==> config.mk <==
export PLATFORM = sky130hd
export DESIGN_NAME = life_automaton_stencil_core
export DESIGN_NICKNAME = d
export VERILOG_FILES = /design/src/hdl/las_pkg.sv /design/src/hdl/las_ram.sv /design/src/hdl/las_pos.sv /design/src/hdl/las_eval.sv /design/src/hdl/life_automaton_stencil_core.sv
export SDC_FILE = /design/constraint.sdc
export NUM_CORES = 2
export LEC_CHECK = 0
export BUFFER_PORTS_ARGS = -buffer_cell sky130_fd_sc_hd__buf_2
export CAP_MARGIN = 20
export CORE_ASPECT_RATIO = 1.75
export CORE_MARGIN = 5
export CORE_UTILIZATION = 43
export CTS_CLUSTER_SIZE = 14
export DETAILED_ROUTE_END_ITERATION = 12
export PLACE_DENSITY_LB_ADDON = 0.12
export SLEW_MARGIN = 20
export SYNTH_ARGS = -nofsm -noshare
export SYNTH_HDL_FRONTEND = slang
export SYNTH_SLANG_ARGS = --single-unit
==> constraint.sdc <==
create_clock -name clk_i -period 26 [get_ports clk_i]
set_clock_uncertainty 0.1 [all_clocks]
set_input_delay 2.6 -clock clk_i [delete_from_list [all_inputs] [get_ports clk_i]]
set_output_delay 2.6 -clock clk_i [all_outputs]
set_load 0.1 [all_outputs]
==> src/hdl/las_pkg.sv <==
package las_pkg;

  // Configuration register width and register indexes.
  localparam int CFG_W = 11;
  localparam int CFG_IDX_W = 1;
  localparam logic [CFG_IDX_W-1:0] REG_GRID_WIDTH = 1'b0;
  localparam logic [CFG_IDX_W-1:0] REG_GRID_HEIGHT = 1'b1;

  // Defaults and limits of the grid.
  localparam int GRID_RESET = 64;
  localparam int MAX_WIDTH_DEF = 1024;
  localparam int MAX_HEIGHT_DEF = 1024;
  localparam int MIN_DIM = 3;
  localparam int FIRST_INTERIOR = 2;

  // Rule constants for B3/S23.
  localparam int SURVIVE_LO = 2;
  localparam int BIRTH_COUNT = 3;

  // Per-cell decision travelling from the position tracker to the result stage.
  typedef struct packed {
    logic emit;
    logic last;
  } pos_info_t;

  // Next state of the window center from its 3x3 neighborhood.
  // Bit 4 is the center; the other eight bits are the neighbors.
  function automatic logic life_next(input logic [8:0] win);
    logic [3:0] cnt;
    cnt = '0;
    for (int i = 0; i < 9; i++) begin
      if (i != 4) begin
        cnt = cnt + 4'(win[i]);
      end
    end
    if (win[4]) begin
      life_next = (cnt == 4'(SURVIVE_LO)) || (cnt == 4'(BIRTH_COUNT));
    end else begin
      life_next = (cnt == 4'(BIRTH_COUNT));
    end
  endfunction

endpackage

==> src/hdl/las_ram.sv <==
module las_ram #(
  parameter int Width = 2,
  parameter int Depth = 1024
) (
  input  logic                     clk_i,
  input  logic                     we_i,
  input  logic [$clog2(Depth)-1:0] waddr_i,
  input  logic [Width-1:0]         wdata_i,
  input  logic                     re_i,
  input  logic [$clog2(Depth)-1:0] raddr_i,
  output logic [Width-1:0]         rdata_o
);

  logic [Width-1:0] mem_q [Depth];
  logic [Width-1:0] rdata_q;

  // Single write port.
  always_ff @(posedge clk_i) begin
    if (we_i) begin
      mem_q[waddr_i] <= wdata_i;
    end
  end

  // Registered read; the output holds while no read is issued.
  always_ff @(posedge clk_i) begin
    if (re_i) begin
      rdata_q <= mem_q[raddr_i];
    end
  end

  assign rdata_o = rdata_q;

endmodule

==> src/hdl/las_pos.sv <==
module las_pos #(
  parameter int MaxWidth = las_pkg::MAX_WIDTH_DEF,
  parameter int MaxHeight = las_pkg::MAX_HEIGHT_DEF
) (
  input  logic                         clk_i,
  input  logic                         rst_ni,
  input  logic [las_pkg::CFG_W-1:0]    grid_width_i,
  input  logic [las_pkg::CFG_W-1:0]    grid_height_i,
  input  logic                         adv_i,
  input  logic                         frame_start_i,
  output logic [$clog2(MaxHeight)-1:0] row_o,
  output logic [$clog2(MaxWidth)-1:0]  col_o,
  output las_pkg::pos_info_t           info_o
);
  import las_pkg::*;

  localparam int ColW = $clog2(MaxWidth);
  localparam int RowW = $clog2(MaxHeight);
  localparam int ColCW = (ColW + 1 > CFG_W) ? ColW + 1 : CFG_W;
  localparam int RowCW = (RowW + 1 > CFG_W) ? RowW + 1 : CFG_W;

  logic [RowW-1:0]  row_q, row_d;
  logic [ColW-1:0]  col_q, col_d;
  logic [ColCW-1:0] w_eff, w_cfg, c_ext, c_inc;
  logic [RowCW-1:0] h_eff, h_cfg, r_ext, r_inc;

  // Clamp the configured dimensions to the supported range.
  always_comb begin
    w_cfg = ColCW'(grid_width_i);
    h_cfg = RowCW'(grid_height_i);
    if (w_cfg < ColCW'(MIN_DIM)) begin
      w_eff = ColCW'(MIN_DIM);
    end else if (w_cfg > ColCW'(MaxWidth)) begin
      w_eff = ColCW'(MaxWidth);
    end else begin
      w_eff = w_cfg;
    end
    if (h_cfg < RowCW'(MIN_DIM)) begin
      h_eff = RowCW'(MIN_DIM);
    end else if (h_cfg > RowCW'(MaxHeight)) begin
      h_eff = RowCW'(MaxHeight);
    end else begin
      h_eff = h_cfg;
    end
  end

  // Position of the arriving cell; a frame start forces the origin.
  assign row_o = frame_start_i ? '0 : row_q;
  assign col_o = frame_start_i ? '0 : col_q;
  assign r_ext = RowCW'(row_o);
  assign c_ext = ColCW'(col_o);

  // The interior cell one row and one column back is complete here.
  always_comb begin
    info_o.emit = (r_ext >= RowCW'(FIRST_INTERIOR)) && (r_ext < h_eff) &&
                  (c_ext >= ColCW'(FIRST_INTERIOR)) && (c_ext < w_eff);
    info_o.last = (r_ext == h_eff - RowCW'(1)) && (c_ext == w_eff - ColCW'(1));
  end

  // Raster advance with wrap at the end of a row and of a generation.
  always_comb begin
    c_inc = c_ext + ColCW'(1);
    r_inc = r_ext + RowCW'(1);
    if (c_inc >= w_eff) begin
      col_d = '0;
      if (r_inc >= h_eff) begin
        row_d = '0;
      end else begin
        row_d = RowW'(r_inc);
      end
    end else begin
      col_d = ColW'(c_inc);
      row_d = row_o;
    end
  end

  always_ff @(posedge clk_i or negedge rst_ni) begin
    if (!rst_ni) begin
      row_q <= '0;
      col_q <= '0;
    end else if (adv_i) begin
      row_q <= row_d;
      col_q <= col_d;
    end
  end

endmodule

==> src/hdl/las_eval.sv <==
module las_eval #(
  parameter int MaxWidth = las_pkg::MAX_WIDTH_DEF,
  parameter int MaxHeight = las_pkg::MAX_HEIGHT_DEF
) (
  input  logic                         clk_i,
  input  logic                         rst_ni,
  input  logic                         adv_i,
  input  logic                         alive_i,
  input  logic                         up_i,
  input  logic                         mid_i,
  input  las_pkg::pos_info_t           info_i,
  input  logic [$clog2(MaxHeight)-1:0] row_i,
  input  logic [$clog2(MaxWidth)-1:0]  col_i,
  input  logic                         out_stall_i,
  output logic                         out_valid_o,
  output logic [$clog2(MaxHeight)-1:0] out_row_o,
  output logic [$clog2(MaxWidth)-1:0]  out_col_o,
  output logic                         next_alive_o,
  output logic                         out_last_of_frame_o
);
  import las_pkg::*;

  localparam int ColW = $clog2(MaxWidth);
  localparam int RowW = $clog2(MaxHeight);

  logic [8:0]      window_q, window_d;
  logic            valid_q, valid_d;
  logic [RowW-1:0] row_q;
  logic [ColW-1:0] col_q;
  logic            next_q;
  logic            last_q;

  // Shift the newest column (upper, middle, lower) into the window.
  assign window_d = {window_q[5:0], alive_i, mid_i, up_i};

  always_ff @(posedge clk_i or negedge rst_ni) begin
    if (!rst_ni) begin
      window_q <= '0;
    end else if (adv_i) begin
      window_q <= window_d;
    end
  end

  // Result register: loads on advance, empties when taken.
  always_comb begin
    valid_d = valid_q;
    if (adv_i) begin
      valid_d = info_i.emit;
    end else if (valid_q && !out_stall_i) begin
      valid_d = 1'b0;
    end
  end

  always_ff @(posedge clk_i or negedge rst_ni) begin
    if (!rst_ni) begin
      valid_q <= 1'b0;
    end else begin
      valid_q <= valid_d;
    end
  end

  always_ff @(posedge clk_i) begin
    if (adv_i && info_i.emit) begin
      row_q  <= row_i;
      col_q  <= col_i;
      next_q <= life_next(window_d);
      last_q <= info_i.last;
    end
  end

  assign out_valid_o         = valid_q;
  assign out_row_o           = row_q;
  assign out_col_o           = col_q;
  assign next_alive_o        = next_q;
  assign out_last_of_frame_o = last_q;

endmodule

==> src/hdl/life_automaton_stencil_core.sv <==
// Channel   Direction  Handshake               Payload
// --------  ---------  ----------------------  -----------------------------------------
// in        request    in_valid_i / in_stall_o   cell_alive_i, frame_start_i
// out       result     out_valid_o / out_stall_i out_row_o, out_col_o, next_alive_o,
//                                                out_last_of_frame_o
// cfg       write      cfg_we_i                  cfg_idx_i, cfg_wdata_i
//
// One cell is accepted every cycle unless in_stall_o is high; each passes the input stage
// register and, if it has a result, the result register. The pace is set by the single
// row-store RAM, read at acceptance and written as the item leaves the input stage. Reset
// clears the grid size to 64x64, the position, window and valid flags; the row stores are
// not cleared and need no clearing pass. A stalled result holds the result register; a
// request is still taken while the stage behind it can move on.
module life_automaton_stencil_core #(
  parameter int MaxWidth = las_pkg::MAX_WIDTH_DEF,
  parameter int MaxHeight = las_pkg::MAX_HEIGHT_DEF
) (
  input  logic                          clk_i,
  input  logic                          rst_ni,
  input  logic                          cfg_we_i,
  input  logic [las_pkg::CFG_IDX_W-1:0] cfg_idx_i,
  input  logic [las_pkg::CFG_W-1:0]     cfg_wdata_i,
  input  logic                          in_valid_i,
  output logic                          in_stall_o,
  input  logic                          cell_alive_i,
  input  logic                          frame_start_i,
  output logic                          out_valid_o,
  input  logic                          out_stall_i,
  output logic [$clog2(MaxHeight)-1:0]  out_row_o,
  output logic [$clog2(MaxWidth)-1:0]   out_col_o,
  output logic                          next_alive_o,
  output logic                          out_last_of_frame_o
);
  import las_pkg::*;

  localparam int ColW = $clog2(MaxWidth);
  localparam int RowW = $clog2(MaxHeight);

  logic [CFG_W-1:0] grid_width_q, grid_height_q;
  logic             in_acc, s1_adv;
  logic [RowW-1:0]  pos_row;
  logic [ColW-1:0]  pos_col;
  pos_info_t        pos_info;

  logic             s1_valid_q;
  logic             s1_alive_q;
  logic [ColW-1:0]  s1_addr_q;
  logic [RowW-1:0]  s1_row_q;
  logic [ColW-1:0]  s1_col_q;
  pos_info_t        s1_info_q;
  logic             fwd_q, fwd_d;
  logic [1:0]       fwd_data_q;
  logic [1:0]       ram_rdata, s1_rows, s1_wdata;

  // Configuration registers.
  always_ff @(posedge clk_i or negedge rst_ni) begin
    if (!rst_ni) begin
      grid_width_q  <= CFG_W'(GRID_RESET);
      grid_height_q <= CFG_W'(GRID_RESET);
    end else if (cfg_we_i) begin
      unique case (cfg_idx_i)
        REG_GRID_WIDTH:  grid_width_q  <= cfg_wdata_i;
        REG_GRID_HEIGHT: grid_height_q <= cfg_wdata_i;
        default: ;
      endcase
    end
  end

  // Handshake: the input stage takes a request when it is empty or moving on.
  assign s1_adv     = s1_valid_q && (!out_valid_o || !out_stall_i);
  assign in_stall_o = s1_valid_q && !s1_adv;
  assign in_acc     = in_valid_i && !in_stall_o;

  las_pos #(
    .MaxWidth (MaxWidth),
    .MaxHeight(MaxHeight)
  ) u_pos (
    .clk_i        (clk_i),
    .rst_ni       (rst_ni),
    .grid_width_i (grid_width_q),
    .grid_height_i(grid_height_q),
    .adv_i        (in_acc),
    .frame_start_i(frame_start_i),
    .row_o        (pos_row),
    .col_o        (pos_col),
    .info_o       (pos_info)
  );

  // Both row stores share one RAM: bit 0 is the upper row, bit 1 the middle row.
  las_ram #(
    .Width(2),
    .Depth(MaxWidth)
  ) u_rows (
    .clk_i  (clk_i),
    .we_i   (s1_adv),
    .waddr_i(s1_addr_q),
    .wdata_i(s1_wdata),
    .re_i   (in_acc),
    .raddr_i(pos_col),
    .rdata_o(ram_rdata)
  );

  // A read of the column being written in the same cycle takes the new data.
  assign fwd_d    = s1_adv && (s1_addr_q == pos_col);
  assign s1_rows  = fwd_q ? fwd_data_q : ram_rdata;
  assign s1_wdata = {s1_alive_q, s1_rows[1]};

  // Input stage register.
  always_ff @(posedge clk_i or negedge rst_ni) begin
    if (!rst_ni) begin
      s1_valid_q <= 1'b0;
      fwd_q      <= 1'b0;
    end else if (in_acc) begin
      s1_valid_q <= 1'b1;
      fwd_q      <= fwd_d;
    end else if (s1_adv) begin
      s1_valid_q <= 1'b0;
      fwd_q      <= 1'b0;
    end
  end

  always_ff @(posedge clk_i) begin
    if (in_acc) begin
      s1_alive_q <= cell_alive_i;
      s1_addr_q  <= pos_col;
      s1_row_q   <= pos_row - RowW'(1);
      s1_col_q   <= pos_col - ColW'(1);
      s1_info_q  <= pos_info;
      fwd_data_q <= s1_wdata;
    end
  end

  las_eval #(
    .MaxWidth (MaxWidth),
    .MaxHeight(MaxHeight)
  ) u_eval (
    .clk_i              (clk_i),
    .rst_ni             (rst_ni),
    .adv_i              (s1_adv),
    .alive_i            (s1_alive_q),
    .up_i               (s1_rows[0]),
    .mid_i              (s1_rows[1]),
    .info_i             (s1_info_q),
    .row_i              (s1_row_q),
    .col_i              (s1_col_q),
    .out_stall_i        (out_stall_i),
    .out_valid_o        (out_valid_o),
    .out_row_o          (out_row_o),
    .out_col_o          (out_col_o),
    .next_alive_o       (next_alive_o),
    .out_last_of_frame_o(out_last_of_frame_o)
  );

`ifndef SYNTHESIS
  // Forwarded row data only ever belongs to an item held in the input stage.
  a_fwd_needs_item: assert property (@(posedge clk_i) disable iff (!rst_ni)
    fwd_q |-> s1_valid_q)
    else $error("forward flag set with empty input stage");

  // A new result comes only from an item that sat in the input stage.
  a_result_source: assert property (@(posedge clk_i) disable iff (!rst_ni)
    $rose(out_valid_o) |-> $past(s1_valid_q))
    else $error("result appeared without a source item");

  // The column position always addresses a row-store entry.
  a_col_in_range: assert property (@(posedge clk_i) disable iff (!rst_ni)
    in_acc |-> ((ColW + 1)'(pos_col) < (ColW + 1)'(MaxWidth)))
    else $error("column position beyond row store");

  // An emitted interior column never lands on the first column.
  a_interior_col: assert property (@(posedge clk_i) disable iff (!rst_ni)
    (in_acc && pos_info.emit) |=> (s1_col_q != '0))
    else $error("interior result on border column");
`endif

endmodule
# [Word level (Yosys, flattened, before mapping)]
# Memory sizes are Yosys's and may differ from the RTL's. A register that Yosys moved wholly into a read port is not among the register bits.
# Cells that the tools add are included.
[word_totals] register_bits=108 latch_bits=0 mem_bits_rw=2048 rom_bits=0 input_bits=19 memories=1
[op_classes] n_addsub=13 mul=0 div=0 magnitude_cmp=10 n_eq_ne=5 shifts=0 n_mux=26 n_bitwise=1 n_reduce_logical=20
[memory_table] memory="u_rows.mem_q" depth=1024 word_bits=2 rd=1 rd_clocked_by_memory_dff=1 wr=1 line="las_ram.sv:14" rtl="logic [Width-1:0] mem_q [Depth];"
[ops] op="10-bit two-way mux" count=5
[ops] op="11-bit two-way mux" count=4
[ops] op="4-bit two-way mux" count=8
[ops] op="4-bit by 1-bit adder with 4-bit output" count=7
[ops] op="10-bit by 1-bit adder with 11-bit output (second input constant)" count=2
[ops] op="10-bit by 11-bit == test with 1-bit output" count=2
[ops] op="11-bit >= comparator" count=2
[ops] op="11-bit > comparator (second input constant)" count=2
[ops] op="10-bit by 11-bit < comparator with 1-bit output" count=2
[ops] op="11-bit by 2-bit < comparator with 1-bit output (second input constant)" count=2
[ops] op="11-bit by 1-bit subtractor with 11-bit output (second input constant)" count=2
[ops] op="10-bit by 2-bit >= comparator with 1-bit output (second input constant)" count=2
[ops] op="10-bit by 1-bit subtractor with 10-bit output (second input constant)" count=2
[ops] op="10-bit == test" count=1
[ops] op="1-bit logical AND" count=10
[ops] op="4-bit by 2-bit == test with 1-bit output (second input constant)" count=2
[ops] op="1-bit two-way mux" count=8
[ops] op="1-bit zero test" count=4
[ops] op="2-bit AND reduction" count=2
[ops] op="2-bit nonzero test" count=2
[ops] op="1-bit logical OR" count=2
[ops] op="2-bit two-way mux" count=1
[ops] op="1-bit inverter" count=1

# [Logic depth before layout (Yosys ltp)]
[logic_depth] ltp_word=22 mapped_depth=22 ltp_nobuf=16

# [By module]
# Synthesis repeated with hierarchy kept, for this count alone.
[hier_totals] hier_cells=5454 area_unflattened_um2=90769.6
[modules_own_cells] mod="las_ram" instances=1 cells_per_inst=4793 area_each_um2=83777.8
[modules_own_cells] mod="las_pos" instances=1 cells_per_inst=433 area_each_um2=3329.4
[modules_own_cells] mod="life_automaton_stencil_core" instances=1 cells_per_inst=156 area_each_um2=2409.8
[modules_own_cells] mod="las_eval" instances=1 cells_per_inst=72 area_each_um2=1252.5

# [Worst setup path after synthesis]
# No wires, ideal clock.
[synth_path] kind="register -> register" from="reg s1_alive_q" to="reg u_eval.next_q, in the netlist u_eval.next_alive_o (data pin)" setup_time_ns=0.257 arrival_ns=16.179 t_required_ns=25.643 path_slack_ns=9.464 stages_incl_launch_ff=12 path_buffers=0 synth_period_minus_slack_ns=16.536 path_cell_list="edfxtp_1 -> fa_1 -> ha_1 -> fa_1 -> ha_1 -> ha_1 -> xnor2_1 -> nor2_1 -> xor2_1 -> xnor2_1 -> a31oi_1 -> nor2_1"
[synth_via] elab_chain_len=15
[synth_lines] element="start, declared" line="life_automaton_stencil_core.sv:46" rtl="logic s1_alive_q;"
[synth_lines] element="start signal, assigned" line="life_automaton_stencil_core.sv:124" rtl="s1_alive_q <= cell_alive_i;"
[synth_lines] element="4-bit by 1-bit adder with 4-bit output *" line="las_pkg.sv:33" rtl="cnt = cnt + 4'(win[i]);"
[synth_lines] element="4-bit two-way mux *" line="las_eval.sv:63" rtl="if (adv_i && info_i.emit) begin"
[synth_lines] element="4-bit by 1-bit adder with 4-bit output *" line="las_pkg.sv:33"
[synth_lines] element="4-bit two-way mux *" line="las_eval.sv:63"
[synth_lines] element="4-bit by 1-bit adder with 4-bit output *" line="las_pkg.sv:33"
[synth_lines] element="4-bit two-way mux *" line="las_eval.sv:63"
[synth_lines] element="4-bit by 1-bit adder with 4-bit output *" line="las_pkg.sv:33"
[synth_lines] element="4-bit two-way mux *" line="las_eval.sv:63"
[synth_lines] element="4-bit by 1-bit adder with 4-bit output *" line="las_pkg.sv:33"
[synth_lines] element="4-bit two-way mux *" line="las_eval.sv:63"
[synth_lines] element="4-bit by 1-bit adder with 4-bit output *" line="las_pkg.sv:33"
[synth_lines] element="4-bit two-way mux *" line="las_eval.sv:63"
[synth_lines] element="4-bit by 2-bit == test with 1-bit output, on equally long branches" line="las_pkg.sv:37, las_pkg.sv:39"
[synth_lines] element="1-bit logical OR" line="las_pkg.sv:37" rtl="life_next = (cnt == 4'(SURVIVE_LO)) || (cnt == 4'(BIRTH_COUNT));"
[synth_lines] element="1-bit two-way mux *" line="las_pkg.sv:36" rtl="if (win[4]) begin"
[synth_lines] element="end signal, assigned" line="las_eval.sv:66" rtl="next_q <= life_next(window_d);"
[synth_lines] element="end, declared" line="las_eval.sv:30" rtl="logic next_q;"
# Mark *: on every way between the ends. The rest lies on a longest branch, timed or not. The select of a mux whose other input is x is not followed.
# A chain may end at the register's enable or synchronous reset.

# [Worst setup path in the final report]
[layout_path] from="in frame_start_i" to="reg u_rows.rdata_q[0], in the netlist u_rows.rdata_o[0], read port of u_rows.mem_q (data pin)"
[layout_via] elab_chain_len=1
[layout_lines] element="start, declared" line="life_automaton_stencil_core.sv:26" rtl="input logic frame_start_i,"
[layout_lines] element="10-bit two-way mux" line="las_pos.sv:49" rtl="assign col_o = frame_start_i ? '0 : col_q;"
[layout_lines] element="end, declared" line="las_ram.sv:15" rtl="logic [Width-1:0] rdata_q;"
# Every way passes these cells.

==> results.json <==
{
  "status": "completed",
  "postSynthCellCount": 6959,
  "dieArea_mm2": 0.224,
  "grtUsageTotal_pct": 28.2,
  "fin_ws_ns": 18.38,
  "ir_drop_mv": 0.0660,
  "synth.distinct_cells": 84,
  "syn_nets": 7042,
  "synth_simple_gate_area_share_pct": 9.89,
  "grt_pass1_vias": 60290,
  "synth_edf_count": 2107,
  "postLayoutCellArea_mm2": 0.101,
  "hold_buffers": 0,
  "yosysSeqAreaShare_pct": 70.0,
  "layout_common_cells": "edfxtp_1 (2107), nor2_1 (1116), nand2_1 (698), a21oi_1 (410), mux2i_1 (321)",
  "core_area_mm2": 0.214,
  "fin_nets": 6916,
  "initial_utilization_pct": 43.1,
  "wire_per_inst_um": 33.2,
  "rrSetupSlack_ns": 19.77,
  "finalHoldViolCount": 0,
  "io_pins": 43,
  "synth_warnings": 0,
  "dp_cells": 9468,
  "drt_iter0_markers": 6513,
  "place.gp.congestion": 0.873,
  "min_period_ns": 7.62,
  "final-max-slew-violation-count": 0,
  "critPathKind": "input port to flip-flop",
  "leakage_nw": 32.2,
  "hp-class": "flip-flop to flip-flop",
  "port_buffers": 42,
  "drc": 0,
  "synth_compound_area_share_pct": 8.43,
  "final_common_cell": "edfxtp_1",
  "synthMuxAreaShare_pct": 7.31,
  "dpl-instance-area_mm2": 0.0955,
  "p_per_area_mw_per_mm2": 76.4,
  "cts_resized": 0,
  "drv_cap": 0,
  "ys_ff_latch": 2158,
  "routed-via-count": 60138,
  "rsz0062_at_grt": "false",
  "antenna_found_initial": 11,
  "synthArstFlopShare_pct": 2.36,
  "cts_buffer_depth": 4,
  "routed_via_density": 6.13,
  "synth_top_family_by_area": "simple AND/OR/NAND/NOR gates",
  "slew_headroom_pct": 17.0,
  "tightestPinTransition_ns": 1.25,
  "postCtsSetupRepairBufs": 0,
  "clk_pin_slew_ns": 0.06,
  "worst_hold_slack_ns": 0.320,
  "avgSynthCellArea_um2": 13.3,
  "clock_sinks": 2158,
  "fin_setup_tns_ns": 0,
  "nFillCells": 19088,
  "firstDrtPassIters": 7,
  "fmax_ghz": 0.131,
  "period_share_pct": 29.3,
  "fin_util_pct": 47.4,
  "worstPathRequired_ns": 26.48,
  "totalWireLength_um": 325000,
  "cts_htree_levels": 4,
  "num_rows": 225,
  "drive_above_1_share_pct": 12.3,
  "synth_ff_type": "edfxtp_1",
  "dpl_worst_slack_ns": 17.67,
  "cp_max_fo": 110,
  "cp-end-kind": "flip-flop",
  "total_power_mw": 7.74,
  "grt_overflow": 0,
  "grt_pass1_wl_um": 452000,
  "die_h_um": 623,
  "die_w_um": 360,
  "setup_viol": 0,
  "startpoint_type": "input port",
  "synthesis.area_mm2": 0.0922,
  "synthAdderAreaFrac_pct": 0.885,
  "yosys.area_share.xor_xnor_pct": 0.646,
  "syn_to_final_growth_pct": 9.88,
  "grt_start_max_net_pins": 221,
  "cts_root_buf": "clkbuf_16",
  "cts_tree": "done",
  "instances_no_fill": 9806,
  "place_hpwl_um": 192000,
  "antenna_left": 0,
  "insertion_delay_ns": 0.84,
  "crit_arrival_ns": 8.09,
  "numCtsBuffers": 199
}
[flip-flops by register name, indices dropped and copies added, names as in the netlist, 2 cells and up]
register          flops
s1_col_q             10
grid_width_q         11
s1_addr_q            10
u_eval.out_row_o     10
u_pos.col_q          10
u_eval.window_q       6
s1_info_q             2
u_rows.rdata_o        2
u_pos.row_q          10
grid_height_q        11
u_eval.out_col_o     10
fwd_data_q            2
s1_row_q             10
u_rows.mem_q       2048
[power breakdown]
part	internal (mW)	total [mW]	switching (mW)
Clock	1.46	2.74	1.28
Sequential	3.89	3.93	0.0327
Combinational	0.310	1.07	0.764
[Yosys cell counts, types with 9 or more instances]
| master | instances | area, um2 |
|---|---|---|
| buf_4 | 42 | 315 |
| a31oi_1 | 115 | 719 |
| a211oi_1 | 118 | 886 |
| nor3_1 | 37 | 185 |
| o221ai_1 | 53 | 464 |
| a21oi_1 | 410 | 2050 |
| and3_1 | 14 | 87.6 |
| dfrtp_1 | 49 | 1230 |
| mux2_1 | 18 | 203 |
| a22o_1 | 13 | 114 |
| clkbuf_1 | 301 | 1130 |
| nand2_1 | 712 | 2670 |
| nor4_1 | 11 | 68.8 |
| buf_2 | 136 | 681 |
| a221oi_1 | 51 | 447 |
| a311oi_1 | 21 | 184 |
| nand4_1 | 14 | 87.6 |
| xor2_1 | 19 | 166 |
| o31ai_1 | 14 | 105 |
| xnor2_1 | 49 | 429 |
| nand3_1 | 171 | 856 |
| mux2i_1 | 321 | 3210 |
| o211ai_1 | 13 | 97.6 |
| nand2b_1 | 22 | 138 |
| edfxtp_1 | 2107 | 63300 |
| nor2_1 | 1127 | 4230 |
| inv_1 | 27 | 101 |
| o22ai_1 | 45 | 282 |
| mux4_2 | 21 | 473 |
| a22oi_1 | 68 | 510 |
| buf_1 | 85 | 319 |
| o21a_1 | 16 | 120 |
| mux2_2 | 252 | 2840 |
| o21ai_0 | 206 | 1030 |
| nor3b_1 | 9 | 67.6 |
| nor2b_1 | 71 | 444 |
| ha_1 | 62 | 776 |
[layer usage]
metal  share of wire [%]  GRT usage (%)
met1                  36           33.5
met2                  50           49.3
met3                 6.7           3.49
met4                 7.1           16.2
met5               0.013              0
[final cells by class]
type                       count  area, um2  share of cell area, %
antenna                        6       15.0                 0.0148
clock buffer                 247       5270                   5.20
clock inverter                84        488                  0.482
inverter                      32        144                  0.142
multi-input combinational   4199      25400                   25.1
sequential                  2158      64600                   63.7
tap                         2837       3550                   3.50
timing repair buffer         243       1870                   1.85
[worst max-delay path, cell delays in order]
cell and delay [ns]:
buf_4 0.35, buf_4 0.50, nand2b_4 0.67, inv_16 0.34, buf_12 0.41, mux2_1 0.40, a221oi_1 0.36, a211oi_1 0.12
o31ai_1 0.73, a21oi_1 0.34, a31oi_1 0.44, a41o_1 0.47, o32ai_1 0.15
[final timing paths]
kind | startpoint | end | depth (start not counted)
min reg2reg | s1_row_q[6]$_DFFE_PP_ | u_eval.out_row_o[6]$_DFFE_PP_ | 0
max in group asynchronous | rst_ni | u_pos.col_q[1]$_DFFE_PN0P_ | 2
min | s1_row_q[6]$_DFFE_PP_ | u_eval.out_row_o[6]$_DFFE_PP_ | 0
min in group asynchronous | rst_ni | grid_height_q[5]$_DFFE_PN0P_ | 2
max | frame_start_i | u_rows.rdata_o[0]$_DFFE_PP_ | 13
max reg2reg | u_pos.col_q[0]$_DFFE_PN0P_ | u_rows.rdata_o[1]$_DFFE_PP_ | 12
[logic make-up after synthesis]
group / count (synthesis)
adders and majority gates: 64
muxes: 613
DFF: 2158
and+or+nand+nor: 2225
buffers and inverters: 602
xor gates and xnor gates: 68
AOI/OAI and AO/OA: 1229
(Power assumes the default switching activity.)
